File: config.mk
export PLATFORM = sky130hd
export DESIGN_NAME = efa_cmd_fifo
export DESIGN_NICKNAME = d
export VERILOG_FILES = /design/src/design/efa_pkg.sv /design/src/design/efa_cmd_fifo.sv
export SDC_FILE = /design/constraint.sdc
export NUM_CORES = 1
export LEC_CHECK = 0
export BUFFER_PORTS_ARGS = -buffer_cell sky130_fd_sc_hd__buf_2
export CAP_MARGIN = 0
export CELL_PAD_IN_SITES_DETAIL_PLACEMENT = 0
export CELL_PAD_IN_SITES_GLOBAL_PLACEMENT = 2
export CORE_MARGIN = 3
export CORE_UTILIZATION = 35
export CTS_CLUSTER_SIZE = 25
export DETAILED_ROUTE_END_ITERATION = 8
export PLACE_DENSITY = 0.73
export SYNTH_ARGS = -nofsm -noshare
export SYNTH_HDL_FRONTEND = slang
export SYNTH_SLANG_ARGS = --single-unit
File: constraint.sdc
create_clock -name aclk -period 1.6 [get_ports aclk]
set_input_delay 0.16 -clock aclk [delete_from_list [all_inputs] [get_ports aclk]]
set_output_delay 0.16 -clock aclk [all_outputs]
set_load 0.01 [all_outputs]
File: src/design/efa_pkg.sv
`timescale 1ns / 1ps
// ----------------------------------------------------------------------------
// efa_pkg: shared types and constants of the event frame accumulator
// Command kinds and the command word passed from the front end to the frame
// store engine, plot modes, register indexes and fixed-point constants.
// ----------------------------------------------------------------------------
package efa_pkg;

    // Fixed-point layout of the coordinates (unsigned Q10.6)
    localparam int COORD_W   = 16;
    localparam int FRAC_BITS = 6;
    localparam int IPART_W   = COORD_W - FRAC_BITS;
    localparam int WEIGHT_W  = 2 * (FRAC_BITS + 1);

    localparam logic [FRAC_BITS:0] ONE_Q6 = 7'd64;

    localparam int PIXEL_W  = 32;
    localparam int TDELTA_W = 20;
    localparam int MODE_W   = 3;

    localparam logic [PIXEL_W-1:0] SAT_MAX = 32'h7FFF_FFFF;

    // Plot modes
    localparam logic [MODE_W-1:0] MODE_POLARITY = 3'd0;
    localparam logic [MODE_W-1:0] MODE_COUNT16  = 3'd1;
    localparam logic [MODE_W-1:0] MODE_COUNT8   = 3'd2;
    localparam logic [MODE_W-1:0] MODE_TSURFACE = 3'd3;
    localparam logic [MODE_W-1:0] MODE_BILINEAR = 3'd4;

    // Configuration register indexes
    localparam int CFG_INDEX_W = 1;
    localparam logic [CFG_INDEX_W-1:0] CFG_PLOT_MODE    = 1'b0;
    localparam logic [CFG_INDEX_W-1:0] CFG_SURFACE_BASE = 1'b1;
    localparam int CFG_DATA_W = 20;

    localparam logic [TDELTA_W-1:0] SURFACE_BASE_RESET = 20'd100000;

    // Input item operations
    localparam logic OP_ACCUMULATE = 1'b0;
    localparam logic OP_READ       = 1'b1;

    // Command queue depth between front end and store engine
    localparam int CMD_FIFO_DEPTH = 4;

    typedef enum logic [2:0] {
        CMD_READ,
        CMD_POL,
        CMD_CNT16,
        CMD_CNT8,
        CMD_TSURF,
        CMD_ADD
    } cmd_kind_t;

    // One store command; hit is set when the pixel lies inside the frame
    typedef struct packed {
        cmd_kind_t          kind;
        logic               hit;
        logic [PIXEL_W-1:0] arg;
    } cmd_t;

endpackage

File: src/design/efa_cmd_fifo.sv
`timescale 1ns / 1ps
// ----------------------------------------------------------------------------
// efa_cmd_fifo: command queue between front end and store engine
// Small register FIFO; the head entry is always presented on rd_data.
// ----------------------------------------------------------------------------
module efa_cmd_fifo #(
    parameter int DATA_W = 8
) (
    input  logic              aclk,
    input  logic              aresetn,
    input  logic              push,
    input  logic [DATA_W-1:0] wr_data,
    output logic              full,
    input  logic              pop,
    output logic [DATA_W-1:0] rd_data,
    output logic              empty
);
    import efa_pkg::*;

    localparam int PTR_W = $clog2(CMD_FIFO_DEPTH);
    localparam int CNT_W = $clog2(CMD_FIFO_DEPTH + 1);

    logic [DATA_W-1:0] entry_reg [CMD_FIFO_DEPTH];
    logic [PTR_W-1:0]  wr_ptr_reg, wr_ptr_next;
    logic [PTR_W-1:0]  rd_ptr_reg, rd_ptr_next;
    logic [CNT_W-1:0]  count_reg, count_next;

    always_comb begin
        full    = (count_reg == CNT_W'(CMD_FIFO_DEPTH));
        empty   = (count_reg == '0);
        rd_data = entry_reg[rd_ptr_reg];

        wr_ptr_next = push ? wr_ptr_reg + 1'b1 : wr_ptr_reg;
        rd_ptr_next = pop ? rd_ptr_reg + 1'b1 : rd_ptr_reg;
        count_next  = count_reg;
        if (push && !pop) begin
            count_next = count_reg + 1'b1;
        end else if (pop && !push) begin
            count_next = count_reg - 1'b1;
        end
    end

    always_ff @(posedge aclk) begin
        if (push) begin
            entry_reg[wr_ptr_reg] <= wr_data;
        end
    end

    always_ff @(posedge aclk) begin
        if (!aresetn) begin
            wr_ptr_reg <= '0;
            rd_ptr_reg <= '0;
            count_reg  <= '0;
        end else begin
            wr_ptr_reg <= wr_ptr_next;
            rd_ptr_reg <= rd_ptr_next;
            count_reg  <= count_next;
        end
    end

    a_no_overflow: assert property (@(posedge aclk) disable iff (!aresetn)
        full |-> !push)
        else $error("command pushed into full queue");

    a_no_underflow: assert property (@(posedge aclk) disable iff (!aresetn)
        empty |-> !pop)
        else $error("command popped from empty queue");

endmodule

==> results by group <==
Layout
  – Layout cells sized above 1: 33.9%
  – Largest register FFs: 32
  – Core Util, Final: 45.4%
  – Area Overhead vs Synth: 18.9%
  – Final Net Count: 132
  – Fillers: 375
  – Register cell area after layout: 1140 sq um
  – Footprint of the multi-input gates: 430 sq um
  – Fin area: 1910 sq um
  – # diodes: 0

Pwr
  – Static Leakage: 0.000697 uW
  – Power Dens Cells: 1170 nW/um^2
  – Total Power: 2220 uW
  – Max VDD drop: 0.556 mV

Timing
  – Hold Violations, Final: 0
  – Final setup fails: 0
  – Part of the cycle the worst path needs: 98.7%
  – Hold Slack: 88.1 ps
  – Clock Skew: 3.06 ps
  – Worst relative slew slack: 70.3%
  – Fmax: 0.633 GHz
  – Slew @ Worst Pin: 446 ps
  – Unrepaired setup endpoints after global routing: yes
  – Final Slew Violations: 0
  – Post-route minimum period: 1580 ps

Global routing
  – Global-route wire length before repair: 4.05 mm
  – Largest net degree at the start of global routing: 13
  – Via count of the first global-routing pass: 854
  – GR Overflow Total: 0
  – Initial antenna violation count: 0
  – GRT Total Usage: 10.7%

Routing
  – Via count: 776
  – # DRC: 0
  – Final wirelength: 2.47 mm
  – DRT antenna net count: 0
  – Initial drt markers: 26
  – DR vias/cell: 4.70
  – 1st-pass router iterations: 4
  – Avg WL per Cell: 15.0 microns

Yosys
  – Ys Warns: 0
  – Post-synth net total: 103
  – Synth Flop Type: edfxtp_1
  – Syn Inst Count: 85
  – Yosys top cell area share: 60.0%
  – Post-synth cell types: 19
  – Mapped Area: 1600 sq um
  – Post-synthesis sequential area ratio: 71.2%
  – Largest cells by area after synthesis: edfxtp_1, dfxtp_1, mux4_2
  – Async set-reset flop share out of synthesis: 0%
  – Number of flops mapped to enable cells by yosys: 32
  – Area leader, netlist: edfxtp_1
  – Avg Cell Area, Syn: 18.9 sq um
  – #FFs+latches synth: 41

Setup path
  – Req. time, crit path: 1440 ps
  – Crit. End Element: output port
  – Critical path fanouts, max: 8
  – Setup CP Type: register to output port
  – Critical Path Source Type: register
  – FF-to-FF setup slack: 90 ps
  – Worst r2r src: count_reg[0]
  – Reg2reg path depth: 4
  – Crit path arrival time: 1420 ps
  – Reg-to-Reg End: count_reg[2]

Hold path
  – WHS Endpoint: entry_reg[0][7]
  – Hold Crit Class: input pin to register
  – Worst hold start: wr_data[7]
  – WHS Path Cells: 1

CTS
  – Clock-pin transition on the worst setup and hold timing paths: 70 ps
  – Post-CTS Setup Bufs: 0
  – CTS Buf Count: 5
  – H-tree depth: 2
  – Clock buffer depth: 2
  – CTS root buf: clkbuf_8
  – CTS Hold Bufs: 0
  – Clock Latency Late Sink: 280 ps
  – Clk sinks: 41
  – CTS tree: built

Floorplan
  – Starting Density: 38.1%
  – Die W: 73.7 microns
  – DIE HEIGHT: 73.7 microns
  – Core footprint: 4200 sq um
  – Die ar.: 5430 sq um
  – Core Rows: 23
  – # IOs: 22

Outcome
  – Outcome: finished clean

Place
  – Placed cell areas: 1790 sq um
  – Port Buf Inserts: 21
  – Dpl hpwl: 1.69 mm
  – Gpl congestion: 0.666

Job
  – Max Cap Violations: 0
## per-stage QoR
step           TNS [ps]  worst slack, ps  cells
4_1_cts           -8.28            -7.68    165
5_1_grt            -251            -47.6    165
2_1_floorplan         0              180     85
3_5_place_dp      -51.1            -51.1    157
6_report              0             21.1    165
3_3_place_gp          0             35.1    157
## what timing repair did
item	4_1_cts	5_1_grt
resized for setup	3	2
setup endpoints to repair	8	8
hold endpoints to repair	0	0
## worst max path at each step
stage                  start      endpoint  slack, ps  cells past startpoint
floorplan                pop  count_reg[2]        180                      7
global placement         pop  count_reg[2]         40                      8
detailed placement       pop  count_reg[2]        -50                      8
CTS                 register    rd_data[6]         -8                      3
global route        register    rd_data[6]        -50                      3
finish              register    rd_data[6]         20                      3
## area by class of cell
type                            instances  share of cell area (%)
Inverter                                4                   0.788
Timing Repair Buffer                   24                    8.67
Multi-Input combinational cell         38                    22.6
Tap cell                               50                    3.28
Sequential cell                        41                    59.9
Clock buffer                            8                    4.73
## synthesized netlist by cell type, drive strengths merged, types with 2 or more instances
cell,number
and2,9
dfxtp,9
edfxtp,32
ha,5
inv,4
mux2i,2
mux4,8
nor2b,2
xnor2,2
xor2,3
## kinds of logic (layout without fill, tap and decap cells)
kind of cell	count (synthesis)	after routing	share of synthesized area, %
simple gates	15	15	5.70
flops	41	41	71.2
compound gates	2	2	0.781
fa+ha+maj	6	6	5.15
mux	10	10	12.5
xor+xnor	5	5	2.73
buf+inv	6	36	1.95
## cells in the final DEF, fill, tap and decap left out, drive strengths merged
master   n
edfxtp  32
buf     24
and2     9
dfxtp    9
mux4     8
clkbuf   8
ha       5
inv      4
xor2     3
xnor2    2
mux2i    2
nor2b    2
nor3     1
nor3b    1
nand2    1
o21ai    1
or3      1
a21boi   1
fa       1
## where the power goes
group	switching [uW]	total (uW)	internal [uW]	leakage (uW)
registers	40.0	1260	1220	0.000369
clock network	311	663	351	0.0000455
logic	136	302	165	0.000283
## per-layer routing
metal | share of wire [%] | global-route usage [%] | vias to the layer above
met5 | 0 | 0 | -
met4 | 0.77 | 4.63 | 0
met3 | 5.3 | 5.34 | 2
met2 | 52 | 16.9 | 16
met1 | 42 | 12.1 | 385
li1 | - | - | 373
## worst max-delay path, cell delays in order, from the launching register on
cell	delay, ps
dfxtp_2	340
buf_12	130
mux4_2	520
buf_6	140
Power figures use the tool's default switching activity.
