`config.mk`:
```
export PLATFORM = sky130hd
export DESIGN_NAME = efa_front
export DESIGN_NICKNAME = d
export VERILOG_FILES = /design/src/design/efa_pkg.sv /design/src/design/efa_front.sv
export SDC_FILE = /design/constraint.sdc
export NUM_CORES = 1
export LEC_CHECK = 0
export BUFFER_PORTS_ARGS = -buffer_cell sky130_fd_sc_hd__buf_2
export CAP_MARGIN = 40
export CORE_ASPECT_RATIO = 1.2
export CORE_UTILIZATION = 60
export CTS_BUF_LIST = sky130_fd_sc_hd__clkbuf_16
export CTS_CLUSTER_DIAMETER = 150
export DETAILED_ROUTE_END_ITERATION = 8
export HOLD_SLACK_MARGIN = 0.12
export PLACE_DENSITY = 0.89
export SYNTH_ARGS = -nofsm -noshare
export SYNTH_HDL_FRONTEND = slang
export SYNTH_SLANG_ARGS = --single-unit
```
`constraint.sdc`:
```
create_clock -name aclk -period 11.7 [get_ports aclk]
set_clock_uncertainty 0.2 [all_clocks]
set_input_delay 2.925 -clock aclk [delete_from_list [all_inputs] [get_ports aclk]]
set_output_delay 2.925 -clock aclk [all_outputs]
set_load 0.01 [all_outputs]
```
`src/design/efa_pkg.sv`:
```
`timescale 1ns / 1ps
// ----------------------------------------------------------------------------
// efa_pkg: shared types and constants of the event frame accumulator
// Command kinds and the command word passed from the front end to the frame
// store engine, plot modes, register indexes and fixed-point constants.
// ----------------------------------------------------------------------------
package efa_pkg;

    // Fixed-point layout of the coordinates (unsigned Q10.6)
    localparam int COORD_W   = 16;
    localparam int FRAC_BITS = 6;
    localparam int IPART_W   = COORD_W - FRAC_BITS;
    localparam int WEIGHT_W  = 2 * (FRAC_BITS + 1);

    localparam logic [FRAC_BITS:0] ONE_Q6 = 7'd64;

    localparam int PIXEL_W  = 32;
    localparam int TDELTA_W = 20;
    localparam int MODE_W   = 3;

    localparam logic [PIXEL_W-1:0] SAT_MAX = 32'h7FFF_FFFF;

    // Plot modes
    localparam logic [MODE_W-1:0] MODE_POLARITY = 3'd0;
    localparam logic [MODE_W-1:0] MODE_COUNT16  = 3'd1;
    localparam logic [MODE_W-1:0] MODE_COUNT8   = 3'd2;
    localparam logic [MODE_W-1:0] MODE_TSURFACE = 3'd3;
    localparam logic [MODE_W-1:0] MODE_BILINEAR = 3'd4;

    // Configuration register indexes
    localparam int CFG_INDEX_W = 1;
    localparam logic [CFG_INDEX_W-1:0] CFG_PLOT_MODE    = 1'b0;
    localparam logic [CFG_INDEX_W-1:0] CFG_SURFACE_BASE = 1'b1;
    localparam int CFG_DATA_W = 20;

    localparam logic [TDELTA_W-1:0] SURFACE_BASE_RESET = 20'd100000;

    // Input item operations
    localparam logic OP_ACCUMULATE = 1'b0;
    localparam logic OP_READ       = 1'b1;

    // Command queue depth between front end and store engine
    localparam int CMD_FIFO_DEPTH = 4;

    typedef enum logic [2:0] {
        CMD_READ,
        CMD_POL,
        CMD_CNT16,
        CMD_CNT8,
        CMD_TSURF,
        CMD_ADD
    } cmd_kind_t;

    // One store command; hit is set when the pixel lies inside the frame
    typedef struct packed {
        cmd_kind_t          kind;
        logic               hit;
        logic [PIXEL_W-1:0] arg;
    } cmd_t;

endpackage

```
`src/design/efa_front.sv`:
```
`timescale 1ns / 1ps
// ----------------------------------------------------------------------------
// efa_front: item intake and command generation
// Accepts input items, classifies them by operation and plot mode, drops
// ignored events and issues one store command per read or in-frame pixel.
// ----------------------------------------------------------------------------
module efa_front #(
    parameter  int FRAME_WIDTH  = 346,
    parameter  int FRAME_HEIGHT = 260,
    localparam int ADDR_W       = $clog2(FRAME_WIDTH * FRAME_HEIGHT)
) (
    input  logic                            aclk,
    input  logic                            aresetn,
    input  logic                            clear_active,
    input  logic [efa_pkg::MODE_W-1:0]      plot_mode,
    input  logic [efa_pkg::TDELTA_W-1:0]    surface_base_us,
    input  logic                            s_tvalid,
    output logic                            s_tready,
    input  logic                            s_op,
    input  logic [efa_pkg::COORD_W-1:0]     s_x_pos,
    input  logic [efa_pkg::COORD_W-1:0]     s_y_pos,
    input  logic                            s_polarity,
    input  logic                            s_inside_req,
    input  logic [efa_pkg::TDELTA_W-1:0]    s_time_delta_us,
    output logic                            push,
    output logic [ADDR_W-1:0]               push_addr,
    output efa_pkg::cmd_t                   push_cmd,
    input  logic                            fifo_full
);
    import efa_pkg::*;

    logic                 busy_reg, busy_next;
    logic [1:0]           count_reg, count_next;
    logic [1:0]           last_reg;
    cmd_kind_t            kind_reg;
    logic [IPART_W-1:0]   ix_reg, iy_reg;
    logic [FRAC_BITS-1:0] fx_reg, fy_reg;
    logic                 pol_reg;
    logic [PIXEL_W-1:0]   tsurf_reg;

    logic                 accept, step, finishing, needs_work;
    cmd_kind_t            in_kind;
    logic [IPART_W:0]     nx, ny;
    logic                 in_frame;
    logic [FRAC_BITS:0]   wx, wy;
    logic [WEIGHT_W-1:0]  weight;

    always_comb begin
        step      = busy_reg && !fifo_full;
        finishing = step && (count_reg == last_reg);
        s_tready  = !clear_active && (!busy_reg || finishing);
        accept    = s_tvalid && s_tready;

        // Classify the incoming item
        if (s_op == OP_READ) begin
            in_kind = CMD_READ;
        end else begin
            case (plot_mode)
                MODE_POLARITY: in_kind = CMD_POL;
                MODE_COUNT16:  in_kind = CMD_CNT16;
                MODE_COUNT8:   in_kind = CMD_CNT8;
                MODE_TSURFACE: in_kind = CMD_TSURF;
                default:       in_kind = CMD_ADD;
            endcase
        end
        needs_work = (s_op == OP_READ) || (s_inside_req && (plot_mode <= MODE_BILINEAR));

        // Neighbor of the current step
        nx       = {1'b0, ix_reg} + (IPART_W + 1)'(count_reg[0]);
        ny       = {1'b0, iy_reg} + (IPART_W + 1)'(count_reg[1]);
        in_frame = (nx < (IPART_W + 1)'(FRAME_WIDTH)) && (ny < (IPART_W + 1)'(FRAME_HEIGHT));

        wx     = count_reg[0] ? {1'b0, fx_reg} : ONE_Q6 - {1'b0, fx_reg};
        wy     = count_reg[1] ? {1'b0, fy_reg} : ONE_Q6 - {1'b0, fy_reg};
        weight = WEIGHT_W'(wx) * WEIGHT_W'(wy);

        push      = step && (in_frame || (kind_reg == CMD_READ));
        push_addr = ADDR_W'(ny) * ADDR_W'(FRAME_WIDTH) + ADDR_W'(nx);

        push_cmd.kind = kind_reg;
        push_cmd.hit  = in_frame;
        case (kind_reg)
            CMD_POL:   push_cmd.arg = {{(PIXEL_W - 1){1'b0}}, pol_reg};
            CMD_TSURF: push_cmd.arg = tsurf_reg;
            CMD_ADD:   push_cmd.arg = {{(PIXEL_W - WEIGHT_W){1'b0}}, weight};
            default:   push_cmd.arg = '0;
        endcase

        busy_next  = busy_reg;
        count_next = count_reg;
        if (accept) begin
            busy_next  = needs_work;
            count_next = '0;
        end else if (finishing) begin
            busy_next = 1'b0;
        end else if (step) begin
            count_next = count_reg + 1'b1;
        end
    end

    always_ff @(posedge aclk) begin
        if (accept) begin
            kind_reg  <= in_kind;
            last_reg  <= (in_kind == CMD_ADD) ? 2'd3 : 2'd0;
            ix_reg    <= s_x_pos[COORD_W-1:FRAC_BITS];
            iy_reg    <= s_y_pos[COORD_W-1:FRAC_BITS];
            fx_reg    <= s_x_pos[FRAC_BITS-1:0];
            fy_reg    <= s_y_pos[FRAC_BITS-1:0];
            pol_reg   <= s_polarity;
            tsurf_reg <= {{(PIXEL_W - TDELTA_W){1'b0}}, surface_base_us}
                       - {{(PIXEL_W - TDELTA_W){1'b0}}, s_time_delta_us};
        end
    end

    always_ff @(posedge aclk) begin
        if (!aresetn) begin
            busy_reg  <= 1'b0;
            count_reg <= '0;
        end else begin
            busy_reg  <= busy_next;
            count_reg <= count_next;
        end
    end

    a_step_bound: assert property (@(posedge aclk) disable iff (!aresetn)
        busy_reg |-> (count_reg <= last_reg))
        else $error("neighbor step past last step");

    a_no_intake_in_clear: assert property (@(posedge aclk) disable iff (!aresetn)
        clear_active |-> !push)
        else $error("command issued during store clearing");

endmodule

```
==> impl_metrics.py, run 1 <==
metrics = {
    "pwr": {
        "power_per_cell_area_mw_per_mm2": 144,
        "vdd_drop_max_v": 0.000150,
        "power_leakage_uw": 0.00442,
    },
    "die": {
        "rows": 45,
        "initial_core_util_pct": 61.5,
        "fp.dieW_um": 106,
        "coreArea_sq_mm": 0.0127,
        "die_h_um": 127,
        "die_area_sq_mm": 0.0134,
        "num_io_pins": 138,
    },
    "job": {
        "max_cap_violations": 0,
    },
    "logic_synthesis": {
        "syn_area_sq_mm": 0.00779,
        "synth-seq-cells": 61,
        "ys.flop_type": "edfxtp_1",
        "synth_seq_area_share_pct": 23.1,
        "synth_cells": 849,
        "synthDistinctLibCells": 68,
        "synth_edf_count": 58,
        "synth_area_leaders": "edfxtp_1 22%, ha_1 19%, fa_1 12%",
        "yosysWarnings": 0,
        "synth_top_area_share_pct": 22.4,
        "syn_nets": 1096,
        "synthArstFlopShare_pct": 0,
        "syn_avg_cell_area_sq_um": 9.17,
        "synth_top_cell_by_area": "edfxtp_1",
    },
    "routing": {
        "drtIter0Drc": 370,
        "wl_um": 17100,
        "vias": 6470,
        "ant_nets": 0,
        "wl_per_cell_um": 14.9,
        "avgViaCountPerCell": 5.63,
        "drc_errors": 0,
        "dr.pass1.iters": 5,
    },
    "clock_tree": {
        "clk_pin_slew_ns": 0.05,
        "cts_sinks": 61,
        "ctsHtreeMaxLevel": 3,
        "cts_resized": 0,
        "cts_tree": "done",
        "numCtsBuffers": 9,
        "clockBufferDepth": 2,
        "clock-root-buffer": "clkbuf_16",
        "hold_buffers": 0,
        "cts_setup_buffers": 0,
        "clkLatencyLatePin_ns": 0.33,
    },
    "global_route": {
        "grt_pass1_wl_um": 28700,
        "grt_usage_pct": 26.8,
        "antenna_found_initial": 2,
        "grt_pass1_vias": 6247,
        "overflow": 0,
        "grt_start_max_net_pins": 37,
    },
    "timing": {
        "rsz0062_at_grt": "no",
        "max_slew_margin_pct": 54.3,
        "fin_crit_sh_pct": 84.3,
        "fin_tns_setup_ns": 0,
        "setup_viol": 0,
        "fmax_ghz": 0.101,
        "fin_crit_ns": 9.86,
        "slew_viol_final": 0,
        "finalHoldViolations": 0,
        "tightest_slew_ns": 0.681,
    },
    "final_layout": {
        "final_layout_size_suffix_gt1_share_pct": 17.6,
        "fillCellCount": 940,
        "area_delta_synth_final_pct": 14.0,
        "nets": 1226,
        "largest_register_ffs": 21,
        "final_cells": 1149,
        "mostFrequentLayoutCell": "buf_2",
        "final_cell_mix": "137 x buf_2, 128 x inv_1, 116 x ha_1",
    },
    "worst_setup_path": {
        "crit_arrival_ns": 6.73,
        "worstSetupPathType": "flop to primary output",
        "path_max_fanout": 14,
        "cp.required_ns": 8.58,
        "worstSetupStartpointType": "flop",
        "end_kind": "primary output",
    },
    "min_path": {
        "min_path_type": "flop to flop",
    },
    "place": {
        "dp.final_hpwl_um": 13800,
        "place_inst": 1132,
        "numPortBuffers": 137,
        "place.gp.congestion": 0.912,
    },
    "status": {
        "outcome": "finished, final reports clean",
    },
}
layout make-up:
type | instances | area, sq um | share of cell area (%)
Multi-Input combinational cell | 641 | 5390 | 60.8
Sequential cell | 61 | 1800 | 20.3
Timing Repair Buffer | 139 | 713 | 8.03
Inverter | 127 | 477 | 5.37
Clock buffer | 9 | 225 | 2.54
Tap cell | 164 | 205 | 2.31
Clock inverter | 7 | 58.8 | 0.663
Antenna cell | 1 | 2.50 | 0.0282
per-layer routing:
| layer | GRT usage (%) | routed length [um] | vias up |
|---|---|---|---|
| met1 | 34.6 | 7200 | 3008 |
| met3 | 5.14 | 1280 | 32 |
| met5 | 0 | 13 | - |
| met2 | 45.6 | 8230 | 257 |
| met4 | 8.25 | 352 | 2 |
| li1 | - | - | 3171 |
where the power goes:
part	total (uW)	switching, uW	leakage (uW)	internal, uW
Clock	250	88.6	0.000145	161
Sequential	267	8.78	0.000567	258
Combinational	762	429	0.00370	333
Total	1280	526	0.00442	752
kinds of logic after synthesis:
logic type / Yosys count / synth area share, %
multiplexers: 5 / 0.643
AO/OA/AOI/OAI: 150 / 13.1
buffers and inverters: 147 / 7.67
XOR/XNOR: 70 / 8.05
adder cells (fa/ha/maj): 164 / 31.0
AND/OR/NAND/NOR: 252 / 16.4
flip-flops: 61 / 23.1
final timing paths:
kind | start | to | slack [ns] | depth (start not counted)
worst max-delay path | count_reg[1] | push_addr[16] | 1.84 | 24
worst min-delay path | busy_reg | busy_reg | 0.36 | 2
worst max register to register | count_reg[0] | tsurf_reg[14] | 8.93 | 8
worst min register to register | busy_reg | busy_reg | 0.36 | 2
synthesized netlist by cell type (all sizes together) (3+ instances only):
cell and n:
inv 127, ha 116, nor2 75, edfxtp 58
nand2 49, fa 48, xnor2 48, o21ai 36
a21oi 34, xor2 21, nand2b 19, nand3 19
a21o 17, buf 13, nor2b 13, nor3 13
and3 11, or2 10, and2 9, o21a 8
clkbuf 7, a211oi 6, nor3b 6, a211o 5
mux2i 5, nand4 5, nor4 5, or3 5
a21boi 4, o211ai 4, o21bai 4, o311ai 4
dfxtp 3, o2111ai 3, or4 3
stage by stage:
| stage | area (sq um) | hold WS (ns) | utilization [%] | power [uW] | setup slack [ns] |
|---|---|---|---|---|---|
| CTS | 8870 | 0.369 | 70.0 | 1280 | 1.87 |
| global route | 8880 | 0.437 | 70.1 | 1390 | 1.40 |
| floorplan | 7790 | 0.292 | - | 833 | 2.93 |
| global placement | 8560 | 0.334 | 67.6 | 998 | 2.48 |
| finish | 8880 | 0.359 | 70.1 | 1280 | 1.84 |
| detailed placement | 8590 | 0.337 | 67.8 | 1020 | 2.25 |
worst max-delay path, stage by stage (launching register included):
cell and delay (ns):
dfxtp_1 0.60, ha_1 0.23, ha_1 0.22, and3_1 0.22, and3_1 0.24, xnor2_1 0.23
inv_1 0.19, ha_1 0.32, fa_1 0.47, fa_1 0.54, inv_1 0.06, fa_1 0.53
inv_1 0.04, ha_1 0.37, inv_1 0.11, nor2_1 0.11, o31a_1 0.19, a21oi_1 0.07
ha_1 0.33, nand2_1 0.08, or4bb_1 0.47, nand2_1 0.15, nand4_1 0.14, xnor3_1 0.34
buf_2 0.14
Note: power is estimated with default switching activity, not from simulation.
==> inputs of run 2 (changes only) <==
CORE_UTILIZATION = 58   (was 60)
PLACE_DENSITY = 0.86   (was 0.89)
clock period = 9.78 ns   (was 11.7 ns; I/O delays follow)
==> impl_metrics.py, run 2 (synthesized netlist as in run 1, its figures left out) <==
metrics = {
    "status": {
        "outcome": "finished, final reports clean",
    },
    "global_route": {
        "antenna_found_initial": 0,
        "grt_pass1_vias": 6322,
        "overflow": 0,
        "grt_pass1_wl_um": 28600,
        "grt_usage_pct": 25.8,
        "grt_start_max_net_pins": 40,
    },
    "final_layout": {
        "area_delta_synth_final_pct": 13.8,
        "final_area_sq_mm": 0.00886,
        "largest_register_ffs": 21,
        "antenna_cells": 0,
        "final_cell_mix": "137 x buf_2, 126 x inv_1, 116 x ha_1",
        "nets": 1227,
        "mostFrequentLayoutCell": "buf_2",
        "fillCellCount": 1014,
        "final_layout_size_suffix_gt1_share_pct": 18.0,
    },
    "pwr": {
        "power_per_cell_area_mw_per_mm2": 172,
        "vdd_drop_max_v": 0.000154,
        "power_leakage_uw": 0.00441,
    },
    "routing": {
        "ant_nets": 0,
        "drtIter0Drc": 364,
        "wl_um": 17100,
        "avgViaCountPerCell": 5.60,
        "wl_per_cell_um": 14.8,
        "drc_errors": 0,
        "vias": 6461,
        "dr.pass1.iters": 5,
    },
    "die": {
        "num_io_pins": 138,
        "die_h_um": 129,
        "coreArea_sq_mm": 0.0132,
        "fp.dieW_um": 108,
        "rows": 46,
        "initial_core_util_pct": 59.1,
        "die_area_sq_mm": 0.0139,
    },
    "clock_tree": {
        "clock-root-buffer": "clkbuf_16",
        "clk_pin_slew_ns": 0.06,
        "cts_sinks": 61,
        "cts_resized": 0,
        "clkLatencyLatePin_ns": 0.32,
        "cts_tree": "done",
        "numCtsBuffers": 9,
        "cts_setup_buffers": 0,
        "hold_buffers": 0,
        "ctsHtreeMaxLevel": 3,
        "clockBufferDepth": 2,
    },
    "worst_setup_path": {
        "max_stage_delay_ns": 0.55,
        "worstSetupStartpointType": "flop",
        "end_kind": "primary output",
        "crit_chain": "ha_1 > ha_1 > and3_1 > and3_1 > xnor2_1 > inv_1 > ha_1 > fa_1 > fa_1 > inv_1 > fa_1 > inv_1 > ha_1 > inv_1 > nor2_1 > o31a_1 > a21oi_1 > ha_1 > nand2_1 > or4bb_1 > nand2_1 > nand4_1 > xnor3_1 > buf_2",
        "crit_arrival_ns": 6.72,
        "cp_num_buf_inv": 5,
        "crit_top_cell": "ha_1",
        "cp.required_ns": 7.14,
        "crit_family": "adder cells",
        "path_max_fanout": 14,
        "worstSetupPathType": "flop to primary output",
        "cpMaxStageDelayCell": "fa_1",
        "rr_worst_depth": 8,
        "crit_cells": 24,
        "r2r_slack_ns": 6.76,
    },
    "timing": {
        "fmax_ghz": 0.107,
        "fin_crit_sh_pct": 95.7,
        "max_slew_margin_pct": 51.5,
        "setup_viol": 0,
        "slew_viol_final": 0,
        "tightest_slew_ns": 0.722,
        "fin_crit_ns": 9.36,
        "fin_tns_setup_ns": 0,
        "finalHoldViolations": 0,
        "rsz0062_at_grt": "no",
    },
    "job": {
        "max_cap_violations": 0,
    },
    "place": {
        "place.gp.congestion": 0.955,
        "numPortBuffers": 137,
        "dpl_cell_area_sq_mm": 0.00859,
        "dp.final_hpwl_um": 14000,
    },
    "min_path": {
        "hold_path_depth": 2,
        "min_path_type": "flop to flop",
    },
}
==> run 2: tightest hold or removal path: stages (launching register included) <==
cell	delay, ns
dfxtp_1	0.32
o21ai_0	0.11
a21boi_0	0.10
==> run 2: final cells by class <==
| type | count | area, sq um | area share [%] |
|---|---|---|---|
| multi-input cells | 641 | 5390 | 60.8 |
| flip-flops and latches | 61 | 1800 | 20.3 |
| repair buffers | 140 | 708 | 7.99 |
| inverters | 127 | 477 | 5.38 |
| clock buffers | 9 | 225 | 2.54 |
| well taps | 168 | 210 | 2.37 |
| clock inverters | 7 | 48.8 | 0.551 |
==> run 2: path summary, 6_finish.rpt <==
check	start	to
worst max-delay path	count_reg[1]	push_addr[16]
worst min-delay path	busy_reg	busy_reg
worst max register to register	count_reg[0]	tsurf_reg[12]
worst min register to register	busy_reg	busy_reg
==> run 2: report_power, final <==
group	switching [uW]	internal, uW	leakage [uW]	total, uW
logic	512	399	0.00370	911
registers	10.1	308	0.000567	318
clock network	119	172	0.000136	291
==> run 2: per-layer routing <==
layer	global-route usage [%]	wire, um	vias up
li1	-	-	3179
met3	4.56	1110	37
met2	44.4	8160	237
met1	32.4	7290	3008
met5	0	0	-
met4	9.11	514	0
==> run 2: stage by stage <==
| stage | instances | utilization (%) | hold WS, ns | setup WS, ns | power, uW |
|---|---|---|---|---|---|
| after CTS | 1153 | 67.2 | 0.376 | 0.479 | 1520 |
| after floorplan | 849 | - | 0.292 | 1.49 | 996 |
| after detailed placement | 1137 | 65.2 | 0.371 | 0.850 | 1230 |
| after global placement | 1136 | 65.1 | 0.326 | 1.05 | 1200 |
| after global routing | 1153 | 67.2 | 0.441 | 0.0371 | 1650 |
| final | 1153 | 67.2 | 0.384 | 0.418 | 1520 |
